**src/rtl/core/rhhp_pkg.sv**
```systemverilog
// Types and constants of the RTP HEVC header parser
package rhhp_pkg;

	localparam int MAX_PACKET_BYTES = 4096;
	// byte counter holds the maximum itself
	localparam int IDX_W = $clog2(MAX_PACKET_BYTES + 1);
	// payload start: 72 + 4 + 4 * 65535 needs 19 bits, never wraps
	localparam int PSTART_W = 19;
	localparam int LEN_W = 13;
	localparam int STATUS_W = 4;
	localparam int PT_W = 7;

	localparam int FIXED_HDR_BYTES = 12;
	localparam int EXT_HDR_BYTES = 4;
	localparam logic [PT_W-1:0] PT_RESET = 7'd96;
	localparam logic [1:0] RTP_VERSION = 2'd2;
	localparam logic [5:0] NAL_FU = 6'd49;
	localparam logic [7:0] NAL_IRAP_FIRST = 8'd16;
	localparam logic [7:0] NAL_IRAP_LAST = 8'd21;
	localparam logic [7:0] NAL_NONE = 8'hff;

	localparam logic [STATUS_W-1:0] ST_OK = 4'd0;
	localparam logic [STATUS_W-1:0] ST_SHORT_HDR = 4'd1;
	localparam logic [STATUS_W-1:0] ST_BAD_VERSION = 4'd2;
	localparam logic [STATUS_W-1:0] ST_BAD_PT = 4'd3;
	localparam logic [STATUS_W-1:0] ST_SHORT_CSRC = 4'd4;
	localparam logic [STATUS_W-1:0] ST_SHORT_EXT_HDR = 4'd5;
	localparam logic [STATUS_W-1:0] ST_SHORT_EXT = 4'd6;
	localparam logic [STATUS_W-1:0] ST_BAD_PADDING = 4'd7;
	localparam logic [STATUS_W-1:0] ST_EMPTY = 4'd8;
	localparam logic [STATUS_W-1:0] ST_TOO_LONG = 4'd9;

	typedef struct packed {
		logic [7:0] data_byte;
		logic       last_byte;
	} pkt_t;

	typedef struct packed {
		logic [STATUS_W-1:0] status;
		logic                marker;
		logic [15:0]         sequence_number;
		logic [31:0]         rtp_timestamp;
		logic [31:0]         source_id;
		logic                ext_present;
		logic [15:0]         ext_profile;
		logic [LEN_W-1:0]    ext_length;
		logic [LEN_W-1:0]    pay_offset;
		logic [LEN_W-1:0]    pay_length;
		logic [7:0]          nal_unit_type;
		logic                is_irap;
	} desc_t;

endpackage

```
**src/rtl/core/rtp_hevc_header_parser_unit.sv**
```systemverilog
// A packet's descriptor is registered when its last byte leaves the input register.
// Throughput: one byte per cycle while the input side does not stall; an input register and a descriptor register
// bound the single pass of compares and captures made for each byte.
// The input side stalls only when a last byte meets a descriptor still waiting.
// Reset (arst_n low, asynchronous) empties both registers, clears the packet
// state and sets the expected payload type to 96.
module rtp_hevc_header_parser_unit (
	input  logic                         clk,
	input  logic                         arst_n,
	input  logic                         pkt_valid,
	output logic                         pkt_stall,
	input  rhhp_pkg::pkt_t               pkt,
	output logic                         desc_valid,
	input  logic                         desc_stall,
	output rhhp_pkg::desc_t              desc,
	input  logic                         cfg_wr_en,
	input  logic [rhhp_pkg::PT_W-1:0]    cfg_wr_data
);
	import rhhp_pkg::*;

	// input register
	logic          pkt_valid_s1;
	pkt_t          pkt_s1;
	logic          go;

	// configuration
	logic [PT_W-1:0] pt_q;

	// packet state
	logic [IDX_W-1:0]    idx_q;
	logic                too_long_q;
	logic [7:0]          fhb_q;
	logic [7:0]          shb_q;
	logic [15:0]         seq_q;
	logic [31:0]         ts_q;
	logic [31:0]         src_q;
	logic [15:0]         prof_q;
	logic [15:0]         words_q;
	logic [PSTART_W-1:0] pstart_q;
	logic [7:0]          pfirst_q;
	logic [7:0]          pthird_q;

	// next state
	logic [IDX_W-1:0]    idx_n;
	logic                too_long_n;
	logic [7:0]          fhb_n;
	logic [7:0]          shb_n;
	logic [15:0]         seq_n;
	logic [31:0]         ts_n;
	logic [31:0]         src_n;
	logic [15:0]         prof_n;
	logic [15:0]         words_n;
	logic [PSTART_W-1:0] pstart_n;
	logic [7:0]          pfirst_n;
	logic [7:0]          pthird_n;

	logic [7:0]          b;
	logic                capt;
	logic [PSTART_W-1:0] i_w;
	logic [6:0]          hdr_q;
	logic [6:0]          hdr_b;
	logic [PSTART_W-1:0] rel;
	logic                ext_zone;
	logic [15:0]         words_full;

	// end of packet
	logic [6:0]          hdr_n;
	logic                ext_n;
	logic [PSTART_W-1:0] size_w;
	logic [PSTART_W-1:0] offset;
	logic [PSTART_W-1:0] avail;
	logic [PSTART_W-1:0] len;
	logic [STATUS_W-1:0] status;
	logic [5:0]          nal_raw;
	logic [7:0]          nal;
	desc_t               result;

	logic                desc_valid_q;
	desc_t               desc_q;

	// advance the input register unless a last byte would overwrite a waiting descriptor
	assign go        = pkt_valid_s1 && (!pkt_s1.last_byte || !desc_valid_q || !desc_stall);
	assign pkt_stall = pkt_valid_s1 && !go;

	assign desc_valid = desc_valid_q;
	assign desc       = desc_q;

	// capture of one byte
	always_comb begin
		b          = pkt_s1.data_byte;
		capt       = (idx_q < IDX_W'(MAX_PACKET_BYTES));
		i_w        = PSTART_W'(idx_q);
		hdr_q      = 7'(FIXED_HDR_BYTES) + {1'b0, fhb_q[3:0], 2'b00};
		hdr_b      = 7'(FIXED_HDR_BYTES) + {1'b0, b[3:0], 2'b00};
		rel        = i_w - PSTART_W'(hdr_q);
		ext_zone   = fhb_q[4] && (i_w >= PSTART_W'(hdr_q)) && (idx_q != '0);
		words_full = {words_q[15:8], b};

		idx_n      = idx_q;
		too_long_n = too_long_q;
		fhb_n      = fhb_q;
		shb_n      = shb_q;
		seq_n      = seq_q;
		ts_n       = ts_q;
		src_n      = src_q;
		prof_n     = prof_q;
		words_n    = words_q;
		pstart_n   = pstart_q;
		pfirst_n   = pfirst_q;
		pthird_n   = pthird_q;

		if (!capt) begin
			too_long_n = 1'b1;
		end else begin
			idx_n = idx_q + IDX_W'(1);
			if (idx_q == '0) begin
				fhb_n    = b;
				pstart_n = PSTART_W'(hdr_b);
			end else begin
				if (i_w == PSTART_W'(1)) begin
					shb_n = b;
				end else if (i_w < PSTART_W'(4)) begin
					seq_n = {seq_q[7:0], b};
				end else if (i_w < PSTART_W'(8)) begin
					ts_n = {ts_q[23:0], b};
				end else if (i_w < PSTART_W'(FIXED_HDR_BYTES)) begin
					src_n = {src_q[23:0], b};
				end
				// extension header: profile word, then length in words
				if (ext_zone) begin
					if (rel < PSTART_W'(2)) begin
						prof_n = {prof_q[7:0], b};
					end else if (rel == PSTART_W'(2)) begin
						words_n = {b, 8'h00};
					end else if (rel == PSTART_W'(3)) begin
						words_n  = words_full;
						pstart_n = PSTART_W'(hdr_q) + PSTART_W'(EXT_HDR_BYTES)
							+ PSTART_W'({words_full, 2'b00});
					end
				end
				// hold the first and third payload bytes for the NAL header
				if (i_w >= PSTART_W'(FIXED_HDR_BYTES)) begin
					if (i_w == pstart_q) begin
						pfirst_n = b;
					end
					if (i_w == pstart_q + PSTART_W'(2)) begin
						pthird_n = b;
					end
				end
			end
		end
	end

	// checks and descriptor at the last byte
	always_comb begin
		hdr_n  = 7'(FIXED_HDR_BYTES) + {1'b0, fhb_n[3:0], 2'b00};
		ext_n  = fhb_n[4];
		size_w = PSTART_W'(idx_n);
		offset = ext_n ? pstart_n : PSTART_W'(hdr_n);
		avail  = size_w - offset;
		len    = avail;
		status = ST_OK;

		if (too_long_n) begin
			status = ST_TOO_LONG;
		end else if (size_w < PSTART_W'(FIXED_HDR_BYTES)) begin
			status = ST_SHORT_HDR;
		end else if (fhb_n[7:6] != RTP_VERSION) begin
			status = ST_BAD_VERSION;
		end else if (shb_n[6:0] != pt_q) begin
			status = ST_BAD_PT;
		end else if (PSTART_W'(hdr_n) > size_w) begin
			status = ST_SHORT_CSRC;
		end else if (ext_n && (PSTART_W'(hdr_n) + PSTART_W'(EXT_HDR_BYTES) > size_w)) begin
			status = ST_SHORT_EXT_HDR;
		end else if (ext_n && (offset > size_w)) begin
			status = ST_SHORT_EXT;
		end else begin
			// padding count is the final byte itself
			if (fhb_n[5]) begin
				if ((b == 8'h00) || (PSTART_W'(b) > avail)) begin
					status = ST_BAD_PADDING;
				end else begin
					len = avail - PSTART_W'(b);
				end
			end
			if ((status == ST_OK) && (len == '0)) begin
				status = ST_EMPTY;
			end
		end

		// NAL type; a fragmentation unit takes it from the FU header with start bit set
		nal_raw = pfirst_n[6:1];
		nal     = NAL_NONE;
		if (len >= PSTART_W'(2)) begin
			if (nal_raw == NAL_FU) begin
				if ((len >= PSTART_W'(3)) && pthird_n[7]) begin
					nal = {2'b00, pthird_n[5:0]};
				end
			end else begin
				nal = {2'b00, nal_raw};
			end
		end

		result               = '0;
		result.status        = status;
		result.nal_unit_type = NAL_NONE;
		if (status == ST_OK) begin
			result.marker          = shb_n[7];
			result.sequence_number = seq_n;
			result.rtp_timestamp   = ts_n;
			result.source_id       = src_n;
			result.ext_present     = ext_n;
			result.ext_profile     = ext_n ? prof_n : 16'h0000;
			result.ext_length      = ext_n ? LEN_W'({words_n, 2'b00}) : '0;
			result.pay_offset      = offset[LEN_W-1:0];
			result.pay_length      = len[LEN_W-1:0];
			result.nal_unit_type   = nal;
			result.is_irap         = (nal >= NAL_IRAP_FIRST) && (nal <= NAL_IRAP_LAST);
		end
	end

	always_ff @(posedge clk or negedge arst_n) begin
		if (!arst_n) begin
			pkt_valid_s1 <= 1'b0;
			desc_valid_q <= 1'b0;
			pt_q         <= PT_RESET;
			idx_q        <= '0;
			too_long_q   <= 1'b0;
			fhb_q        <= '0;
			shb_q        <= '0;
			seq_q        <= '0;
			ts_q         <= '0;
			src_q        <= '0;
			prof_q       <= '0;
			words_q      <= '0;
			pstart_q     <= PSTART_W'(FIXED_HDR_BYTES);
			pfirst_q     <= '0;
			pthird_q     <= '0;
		end else begin
			if (cfg_wr_en) begin
				pt_q <= cfg_wr_data;
			end
			if (!pkt_stall) begin
				pkt_valid_s1 <= pkt_valid;
			end
			// drop the descriptor once transferred, load a new one on a last byte
			if (go && pkt_s1.last_byte) begin
				desc_valid_q <= 1'b1;
			end else if (!desc_stall) begin
				desc_valid_q <= 1'b0;
			end
			if (go) begin
				if (pkt_s1.last_byte) begin
					idx_q      <= '0;
					too_long_q <= 1'b0;
					fhb_q      <= '0;
					shb_q      <= '0;
					seq_q      <= '0;
					ts_q       <= '0;
					src_q      <= '0;
					prof_q     <= '0;
					words_q    <= '0;
					pstart_q   <= PSTART_W'(FIXED_HDR_BYTES);
					pfirst_q   <= '0;
					pthird_q   <= '0;
				end else begin
					idx_q      <= idx_n;
					too_long_q <= too_long_n;
					fhb_q      <= fhb_n;
					shb_q      <= shb_n;
					seq_q      <= seq_n;
					ts_q       <= ts_n;
					src_q      <= src_n;
					prof_q     <= prof_n;
					words_q    <= words_n;
					pstart_q   <= pstart_n;
					pfirst_q   <= pfirst_n;
					pthird_q   <= pthird_n;
				end
			end
		end
	end

	// payload registers
	always_ff @(posedge clk) begin
		if (pkt_valid && !pkt_stall) begin
			pkt_s1 <= pkt;
		end
		if (go && pkt_s1.last_byte) begin
			desc_q <= result;
		end
	end

endmodule

```
**config.mk**
```make
export PLATFORM = sky130hd
export DESIGN_NAME = rtp_hevc_header_parser_unit
export DESIGN_NICKNAME = d
export VERILOG_FILES = /design/src/rtl/core/rhhp_pkg.sv /design/src/rtl/core/rtp_hevc_header_parser_unit.sv
export SDC_FILE = /design/constraint.sdc
export NUM_CORES = 1
export LEC_CHECK = 0
export BUFFER_PORTS_ARGS = -buffer_cell sky130_fd_sc_hd__buf_4
export CAP_MARGIN = 20
export CORE_MARGIN = 5
export CORE_UTILIZATION = 54
export CTS_CLUSTER_SIZE = 25
export DETAILED_ROUTE_END_ITERATION = 8
export MAX_ROUTING_LAYER = met4
export PLACE_DENSITY = 0.78
export SYNTH_ARGS = -nofsm -noshare
export SYNTH_HDL_FRONTEND = slang
export SYNTH_SLANG_ARGS = --single-unit
export TNS_END_PERCENT = 5
```
**constraint.sdc**
```tcl
create_clock -name clk -period 7.84 [get_ports clk]
set_clock_uncertainty 0.15 [all_clocks]
set_input_delay 0.392 -clock clk [delete_from_list [all_inputs] [get_ports clk]]
set_output_delay 0.392 -clock clk [all_outputs]
set_load 0.02 [all_outputs]
```
==> impl_results.md, run 1 <==
* Outcome: complete, but fails checks
* Violated checks: negative setup slack
* Clk sink count at 339
* Vias per inst at 6.179
* Critical path arrival at between 8 and 9 ns
* Crit Path Class: reg -> reg
* H-tree depth at 2
* Cells after DPL at 2639
* Root Buffer: clkbuf_16
* Total gr overflow at 0
* Top-count cell post-synth: nand2_1
* GP Congestion at 1.002
* Filler cells at 2544
* Initial antenna violation count at 0
* Bufs on Longest Clock Path at 3
* Max-slew violations at 0
* Post-DP Area at roughly 22000 µm²
* Final hold slack at 0.06299 ns
* Largest net degree at the start of global routing at just under 90
* Cell taking the most area after synthesis: edfxtp_1
* WL/cell at 22.17 µm
* # DRC at 0
* Post-Synth XOR/XNOR Area at 3.055%
* Critical path's slowest cell: a2111o_1
* DR vias at 16.99k
* Clock latency on the worst-skew pair at 0.54 ns
* # setup viols final at 91
* Synth cell count leaders: nand2_1, dfrtp_1, a21oi_1
* Total negative slack at -5.661 ns
* Vias in the first global route at 16.62k
* Post-synthesis instance total at 1941
* Area growth from synthesis to layout at 26.74%
* TritonCTS clock tree: done
* Wire length of the first global-routing pass at ~94000 µm
* Design Area, Final at 23620 µm²
* Pwr Total at approximately 6.2 mW
* Pwr dens at between 200 and 300 nW/µm²
* Cell row count at 68
* #FFs+latches synth at about 340
* Main flop type after synthesis: dfrtp_1
* Initial core utilization at 54.36%
* WP buf/inv at 1
* Synth async-reset ratio at about 54%
* Delay-heaviest family, CP: simple AND/OR/NAND/NOR gates
* N_diodes at 0
* Endpoint class of the critical path: register
* Crit path max fanout at 6
* Ys Warns at 0
* Die X-Extent at between 150 and 200 µm
* Crit start category: register
* Top cell type's share of synthesized area at 25.13%
* Tcrit/Tclk final at 103.4%
* Max Fclk at 123.3 MHz
* Final-report hold violation count at 0
* Minimum clock period at 8.108 ns
* Final ANT Viol Nets at 0
* Mux contribution to synthesized area at around 2.7%
* Post-synth cell types at 85
* Clock transition at path regs at approximately 0.060 ns
* Syn Area/Cell at 9.602 µm²
* Dpl hpwl at 42620 µm
* Post-synth EDFFs at between 150 and 200
* Syn Std Cell Area at 18640 µm²
* Largest family of logic cells by synthesized area: compound AO/OA/AOI/OAI gates
* Pre-Repair DR Iteration Count at 5
* Simple-gate area share of the yosys netlist at 18.20%
* Synth area leaders: edfxtp_1, dfrtp_1, nand2_1, a21oi_1, a22o_1
* Leakage at 9.733 nW
* Sequential-to-total area share from yosys stat at 49.73%
* Slack of the critical path at -0.2676 ns
* Max-cap violation count at 0
* DRT iter0 DRCs at between 1.5k and 2k
* Worst slew margin relative to its limit at 26.22%
* VDD IR max at 0.2150 mV
* Synth Area in Compound Gates at between 10% and 20%
* Worst-Margin Slew at 1.106 ns
* Ratio of cells with drive above 1 in the final layout at 23.88%
* Max incr delay on CP at 0.54 ns
* WL final at 60980 µm
* Total global-route track usage at 31.74%
* Io pins at 173
* Non-Filler Instances at around 2.8k
* Hold Path Class: in -> reg
* Unrepaired setup endpoints after global routing: yes
* CP required at 8.05 ns
* Final #Nets at 2347
* Post-synthesis adder-cell area fraction at 4.256%
* DIE AREA at 38330 µm²
* Port Buffers at 170
* Number of CTS-inserted buffers at 38
* Die Y at around 200 µm
* Area of the core at 34290 µm²
[placed cells by master, fill, tap and decap left out, types with 29 or more instances in the layout]
| master | instances |
|---|---|
| o21ai_0 | 117 |
| mux2i_1 | 34 |
| a21oi_1 | 148 |
| nand2b_1 | 29 |
| clkbuf_16 | 43 |
| nand2_1 | 362 |
| a22o_1 | 89 |
| nor2_1 | 105 |
| nand3_1 | 50 |
| inv_1 | 55 |
| xnor2_1 | 45 |
| ha_1 | 50 |
| edfxtp_1 | 156 |
| dfrtp_1 | 178 |
| buf_4 | 368 |
[flip-flops by register name (all words and copies together), names as in the netlist]
register      flops
pthird_q          7
src_q            32
prof_q           16
fhb_q             8
ts_q             32
seq_q            16
pfirst_q          6
too_long_q        1
desc            147
pkt_s1            1
words_q          16
b                 8
desc_valid        1
pt_q              7
shb_q             8
pkt_valid_s1      1
pstart_q         19
idx_q            13
[stage by stage]
stage          worst slack [ns]  util (%)
6_report                -0.2676     68.89
5_1_grt                 -0.5182     68.89
4_1_cts                -0.07073     68.02
3_5_place_dp            -0.5971     63.04
3_3_place_gp            -0.5749     63.04
2_1_floorplan          0.003106         -
[logic make-up (layout without fill, tap and decap cells)]
| group | Yosys count | in the layout |
|---|---|---|
| other | 1 | 2 |
| and+or+nand+nor | 731 | 731 |
| muxes | 48 | 48 |
| buffers and inverters | 178 | 531 |
| xor gates and xnor gates | 65 | 65 |
| adders and majority gates | 61 | 61 |
| AOI/OAI and AO/OA | 518 | 518 |
| DFF | 339 | 339 |
[worst paths after layout]
path                           start          end  slack [ns]  cells past startpoint
max in group asynchronous     arst_n  pfirst_q[4]        5.27                      4
hold / removal             cfg_wr_en      pt_q[1]        0.06                      2
min in group asynchronous     arst_n   desc_valid        0.38                      2
hold reg to reg            seq_q[14]    seq_q[14]        0.33                      2
setup reg to reg            fhb_q[0]      desc[0]       -0.27                     31
setup / recovery            fhb_q[0]      desc[0]       -0.27                     31
[final cells by class]
cell class              count  area, µm²  share of cell area, %
inverters                  59      226.5                 0.9587
clock inverters            16      142.6                 0.6038
multi-input cells        1425       9065                  38.38
repair buffers            402       3203                  13.56
clock buffers              54       1145                  4.847
flip-flops and latches    339       9270                  39.24
well taps                 455      569.3                  2.410
[power by group]
part	total [mW]	leakage [nW]	switching, mW	internal, mW
Combinational	2.30	5.11	1.29	1.01
Clock	1.80	0.637	0.735	1.06
Sequential	2.06	3.99	0.0917	1.97
Total	6.16	9.73	2.12	4.05
[what timing repair did]
| action | 4_1_cts | 5_1_grt |
|---|---|---|
| endpoints found under the setup margin | 143 | 144 |
| gates resized for setup | 32 | 38 |
| hold endpoints to repair | 103 | 0 |
| setup buffers | 11 | 7 |
| gates cloned | 0 | 2 |
| pin swaps | 6 | 15 |
| hold buffers | 20 | 0 |
[metal layers]
| layer | track usage (%) | part of all wire, % |
|---|---|---|
| met1 | 39.79 | 39 |
| met2 | 49.68 | 47 |
| met3 | 5.942 | 8.8 |
| met4 | 16.03 | 5.5 |
| met5 | - | 0 |
No activity file was read; power rests on OpenSTA's default activity.
==> run 2, diff against run 1 <==
- PLACE_DENSITY: 0.78 -> 0.76
==> impl_results.md, run 2 (synthesis gave the netlist of run 1 again) <==
* Outcome: complete, but fails checks
* Violated checks: negative setup slack
* Wire length of the first global-routing pass at 93490 µm (-0.58%)
* # DRC at 0 (unchanged)
* Cell row count at 68 (unchanged)
* Unrepaired setup endpoints after global routing: yes
* Total gr overflow at 0 (unchanged)
* Final #Nets at 2361 (+0.60%)
* Design Area, Final at 23540 µm² (-0.36%)
* Die Y at 195.8 µm (unchanged)
* Worst slew margin relative to its limit at 28.67% (+2.5 points)
* Vias per inst at 6.177 (about the same)
* Io pins at 173 (unchanged)
* Endpoint class of the critical path: register
* Crit Path Class: reg -> reg
* Clk sink count at 339 (unchanged)
* Max-slew violations at 0 (unchanged)
* GP Congestion at 0.9975 (-0.48%)
* Minimum clock period at 8.152 ns (+0.04416 ns)
* Total global-route track usage at 31.59% (-0.16 points)
* CP required at 7.97 ns (-0.08 ns)
* Hold Path Class: in -> reg
* Tcrit/Tclk final at 104.0% (+0.56 points)
* Crit path max fanout at 7 (+1)
* Final ANT Viol Nets at 0 (unchanged)
* Pre-Repair DR Iteration Count at 6 (+1)
* Max-cap violation count at 0 (unchanged)
* Area growth from synthesis to layout at 26.28%
* Area of the core at 34290 µm² (unchanged)
* Pwr Total at 6.174 mW (+0.19%)
* WL final at 61300 µm (+0.53%)
* Most frequent cells in the layout: buf_4, nand2_1, dfrtp_1
* Cells on Worst Hold Path at 2 (unchanged)
* Final-report hold violation count at 0 (unchanged)
* Vias in the first global route at 16.53k (-0.55%)
* Ratio of cells with drive above 1 in the final layout at 23.54% (-0.34 points)
* Worst-case reg-to-reg path depth at 32 (+3.2%)
* Largest net degree at the start of global routing at 92 (+5.7%)
* Max Fclk at 122.7 MHz (-0.54%)
* # setup viols final at 143 (+57%)
* Post-Route Utilization at 68.64% (-0.25 points)
* Critical path's slowest cell: or4b_4
* Clock transition at path regs at 0.06 ns (about the same)
* Leakage at 9.731 nW (about the same)
* WL/cell at 22.19 µm (about the same)
* Filler cells at 2622 (+3.1%)
* Slack of the critical path at -0.3118 ns (-0.04416 ns)
* Clock latency on the worst-skew pair at 0.53 ns (about the same)
* H-tree depth at 2 (unchanged)
* TritonCTS clock tree: done
* Worst-Margin Slew at 1.063 ns (-0.04277 ns)
* Dpl hpwl at 42240 µm (-0.89%)
* Port Buffers at 170 (unchanged)
* Die X-Extent at 195.8 µm (unchanged)
* Critical path arrival at 8.28 ns (-0.04 ns)
* DRT iter0 DRCs at 1593 (+5.4%)
* Max incr delay on CP at 0.59 ns (+0.05 ns)
* Pwr dens at 262.3 nW/µm² (+0.55%)
* VDD IR max at 0.2197 mV (+2.2%)
* Post-DP Area at 21710 µm² (+0.43%)
* Max reg flops at 147 (unchanged)
* DIE AREA at 38330 µm² (unchanged)
* Initial core utilization at 54.36% (unchanged)
* Number of CTS-inserted buffers at 37 (-2.6%)
* Crit start category: register
* Bufs on Longest Clock Path at 3 (unchanged)
* Root Buffer: clkbuf_16
* Initial antenna violation count at 1 (+1)
* DR vias at 17.07k (+0.43%)
* Commonest non-fill, non-tap cell in the layout: buf_4
==> run 2: cell types whose count changed in the layout (fill, tap and decap cells not counted), moves of 3 or more <==
| cell | change |
|---|---|
| buf_4 | +15 |
| clkbuf_1 | +3 |
| clkbuf_16 | -4 |
| clkinv_1 | +3 |
==> run 2: power by group <==
part           internal, mW  switching (mW)
registers              1.97          0.0884
logic                  1.14            1.35
clock network         0.922           0.710
total                  4.03            2.14
==> run 2: cell type report <==
type / count / area [µm²] / area share (%)
diodes: 1 / 2.502 / 0.01063
clock buffers: 51 / 1028 / 4.370
clock inverters: 16 / 91.34 / 0.3881
inverters: 59 / 226.5 / 0.9622
multi-input cells: 1425 / 9000 / 38.24
flip-flops and latches: 339 / 9270 / 39.39
well taps: 455 / 569.3 / 2.419
repair buffers: 417 / 3348 / 14.23
==> run 2: worst max-delay path, delay by kind of cell, from the launching register on <==
| kind | cells | cell delay, ns |
|---|---|---|
| buffers and inverters | 2 | 0.28 |
| and+or+nand+nor | 11 | 2.83 |
| muxes | 1 | 0.15 |
| AOI/OAI and AO/OA | 13 | 2.90 |
| DFF | 1 | 0.40 |
| adders and majority gates | 4 | 0.96 |
| xor gates and xnor gates | 1 | 0.20 |
==> run 2: worst paths after layout <==
kind / startpoint / endpoint / slack, ns
worst max-delay path: fhb_q[0] / desc[0] / -0.31
worst min-delay path: cfg_wr_en / pt_q[6] / 0.08
worst max register to register: fhb_q[0] / desc[0] / -0.31
worst min register to register: src_q[31] / src_q[31] / 0.33
max in group asynchronous: arst_n / seq_q[13] / 5.89
min in group asynchronous: arst_n / words_q[6] / 0.37
==> run 2: per-stage QoR <==
| stage | TNS [ns] | hold WS, ns | setup WS (ns) | instances |
|---|---|---|---|---|
| finish | -33.58 | 0.07567 | -0.3118 | 2763 |
| CTS | -0.6195 | 0.05116 | -0.1332 | 2752 |
| detailed placement | -43.88 | 0.3209 | -0.4344 | 2649 |
| global placement | -12.33 | 0.3072 | -0.2226 | 2647 |
| floorplan | 0 | -0.05359 | 0.003106 | 1942 |
| global route | -81.02 | 0.07411 | -0.6113 | 2763 |
==> run 2: layer usage <==
metal	up-vias	GRT usage, %	share of wire, %
met4	0	12.57	4.5
met5	-	-	0
li1	7661	-	-
met2	867	49.82	47
met3	184	5.341	9.1
met1	8354	41.14	39
==> run 2: repair_timing <==
item | in CTS | in global routing
resized for setup | 21 | 34
pin swaps | 12 | 20
buffers inserted | 15 | 7
hold buffers | 20 | 0
hold endpoints to repair | 101 | 0
gates cloned | 1 | 2
setup endpoints to repair | 143 | 144
==> run 3, diff against run 2 <==
- CELL_PAD_IN_SITES_DETAIL_PLACEMENT: not set -> 1
- CELL_PAD_IN_SITES_GLOBAL_PLACEMENT: not set -> 1
- CORE_UTILIZATION: 54 -> 42
- PLACE_DENSITY: 0.76 -> not set
- PLACE_DENSITY_LB_ADDON: not set -> 0.1
==> impl_results.md, run 3 (synthesis gave the netlist of run 1 again) <==
* Io pins at 173 (unchanged)
* Leakage at 9.917 nW (+1.9%)
* Initial antenna violation count at 1 (unchanged)
* Violated checks: negative setup slack
* Wire length of the first global-routing pass at 106900 µm (+14%)
* Max-cap violation count at 0 (unchanged)
* Ratio of cells with drive above 1 in the final layout at 25.50% (+2.0 points)
* # setup viols final at 141 (-1.4%)
* Outcome: complete, but fails checks
* H-tree depth at 2 (unchanged)
* Cell row count at 77 (+13%)
* Number of CTS-inserted buffers at 40 (+8.1%)
* WL final at 70930 µm (+16%)
* Slack of the critical path at -0.3152 ns (-0.003372 ns)
* Port Buffers at 170 (unchanged)
* Tcrit/Tclk final at 104.0% (about the same)
* GP Congestion at 0.9639 (-3.4%)
* Total gr overflow at 0 (unchanged)
* Max Fclk at 122.6 MHz (about the same)
* Endpoint class of the critical path: register
* Worst slew margin relative to its limit at 25.20% (-3.5 points)
* Dpl hpwl at 50200 µm (+19%)
* Filler cells at 4917 (+88%)
* Pre-Repair DR Iteration Count at 5 (-1)
* Max-slew violations at 0 (unchanged)
* DIE AREA at 48690 µm² (+27%)
* Area of the core at 44030 µm² (+28%)
* Crit path max fanout at 5 (-2)
* Die Y at 220.7 µm (+13%)
* Max incr delay on CP at 0.57 ns (-0.02 ns)
* Critical path's slowest cell: or4_4
* Minimum clock period at 8.155 ns (+0.003372 ns)
* Worst R2R End: desc[0]
* Final ANT Viol Nets at 0 (unchanged)
* Commonest non-fill, non-tap cell in the layout: buf_4
* Area growth from synthesis to layout at 29.81%
* Root Buffer: clkbuf_16
* Clock latency on the worst-skew pair at 0.59 ns (+0.06 ns)
* Worst reg2reg path startpoint: fhb_q[0]
* Critical path arrival at 8.32 ns (+0.04 ns)
* Hold Path Class: in -> async
* Pwr Total at 6.446 mW (+4.4%)
* Clock transition at path regs at 0.06 ns (about the same)
* VDD IR max at 0.2459 mV (+12%)
* Final #Nets at 2387 (+1.1%)
* Crit start category: register
* WL/cell at 24.21 µm (+9.1%)
* CP startpoint: fhb_q[0]
* Crit Path Class: reg -> reg
* # DRC at 0 (unchanged)
* DRT iter0 DRCs at 1321 (-17%)
* Largest net degree at the start of global routing at 67 (-27%)
* Cell mode on critical path: buf_4
* Design Area, Final at 24190 µm² (+2.8%)
* Max reg flops at 147 (unchanged)
* Unrepaired setup endpoints after global routing: yes
* R2R setup slack at -0.32 ns (about the same)
* Vias in the first global route at 17.77k (+7.5%)
* CP required at 8.01 ns (+0.04 ns)
* Most frequent cells in the layout: buf_4, nand2_1, dfrtp_1
* Total global-route track usage at 29.30% (-2.3 points)
* DR vias at 17.17k (+0.62%)
* TritonCTS clock tree: done
* Worst-case reg-to-reg path depth at 33 (+3.1%)
* Pwr dens at 266.5 nW/µm² (+1.6%)
* Worst-Margin Slew at 1.121 ns (+0.05806 ns)
* Initial core utilization at 42.33% (-12 points)
* Bufs on Longest Clock Path at 3 (unchanged)
* Post-DP Area at 21980 µm² (+1.2%)
* Clk sink count at 339 (unchanged)
* Final-report hold violation count at 0 (unchanged)
* Die X-Extent at 220.7 µm (+13%)
* Vias per inst at 5.860 (-5.1%)
## run 3: layout make-up
class / instances / area [µm²] / share of cell area, %
sequential: 339 / 9269 / 38.31
multi-input combinational: 1425 / 9216 / 38.09
timing repair buffer: 440 / 3470 / 14.34
clock buffer: 64 / 1185 / 4.898
tap: 592 / 740.7 / 3.062
inverter: 59 / 226.5 / 0.9361
clock inverter: 10 / 83.83 / 0.3465
antenna: 1 / 2.502 / 0.01034
## run 3: where the power goes
group	internal, mW	total, mW	switching (mW)
clock network	1.05	1.83	0.779
logic	1.13	2.55	1.42
registers	1.97	2.07	0.100
## run 3: how the worst max path moves through the flow
stage | endpoint | slack, ns | cells after the start
2_1_floorplan | desc[0] | 0.003 | 34
3_3_place_gp | desc[3] | -0.36 | 30
3_5_place_dp | desc[0] | -0.58 | 34
4_1_cts | desc[0] | -0.26 | 32
5_1_grt | desc[0] | -0.55 | 34
6_report | desc[0] | -0.32 | 33
## run 3: what timing repair did
action,in CTS,in global routing
hold endpoints to repair,73,0
pin swaps,28,35
setup endpoints to repair,143,144
resized for setup,41,63
buffers inserted,16,11
hold buffers,27,0
## run 3: stage by stage
stage,util [%],std cells,setup slack (ns),hold WS [ns],setup TNS (ns)
2_1_floorplan,-,1942,0.003106,-0.05359,0
3_3_place_gp,49.92,2799,-0.3571,0.2382,-34.84
3_5_place_dp,49.92,2799,-0.5788,0.2379,-66.70
4_1_cts,54.05,2915,-0.2551,0.2444,-7.313
5_1_grt,54.94,2929,-0.5471,0.2576,-60.43
6_report,54.95,2930,-0.3152,0.2380,-17.07
## run 3: metal layers
| metal | vias to the layer above | GRT usage, % | part of all wire (%) |
|---|---|---|---|
| met4 | 0 | 8.973 | 3.1 |
| met1 | 8786 | 37.23 | 42 |
| met3 | 134 | 4.159 | 5.3 |
| met2 | 528 | 49.02 | 49 |
| li1 | 7723 | - | - |
| met5 | - | - | 0 |
## run 3: critical path, delay by kind of cell, from the launching register on
family	cells	cell delay (ns)
simple gates	11	2.88
flops	1	0.42
fa+ha+maj	4	1.21
xor+xnor	1	0.13
compound gates	10	2.21
mux	1	0.12
buf+inv	6	0.78
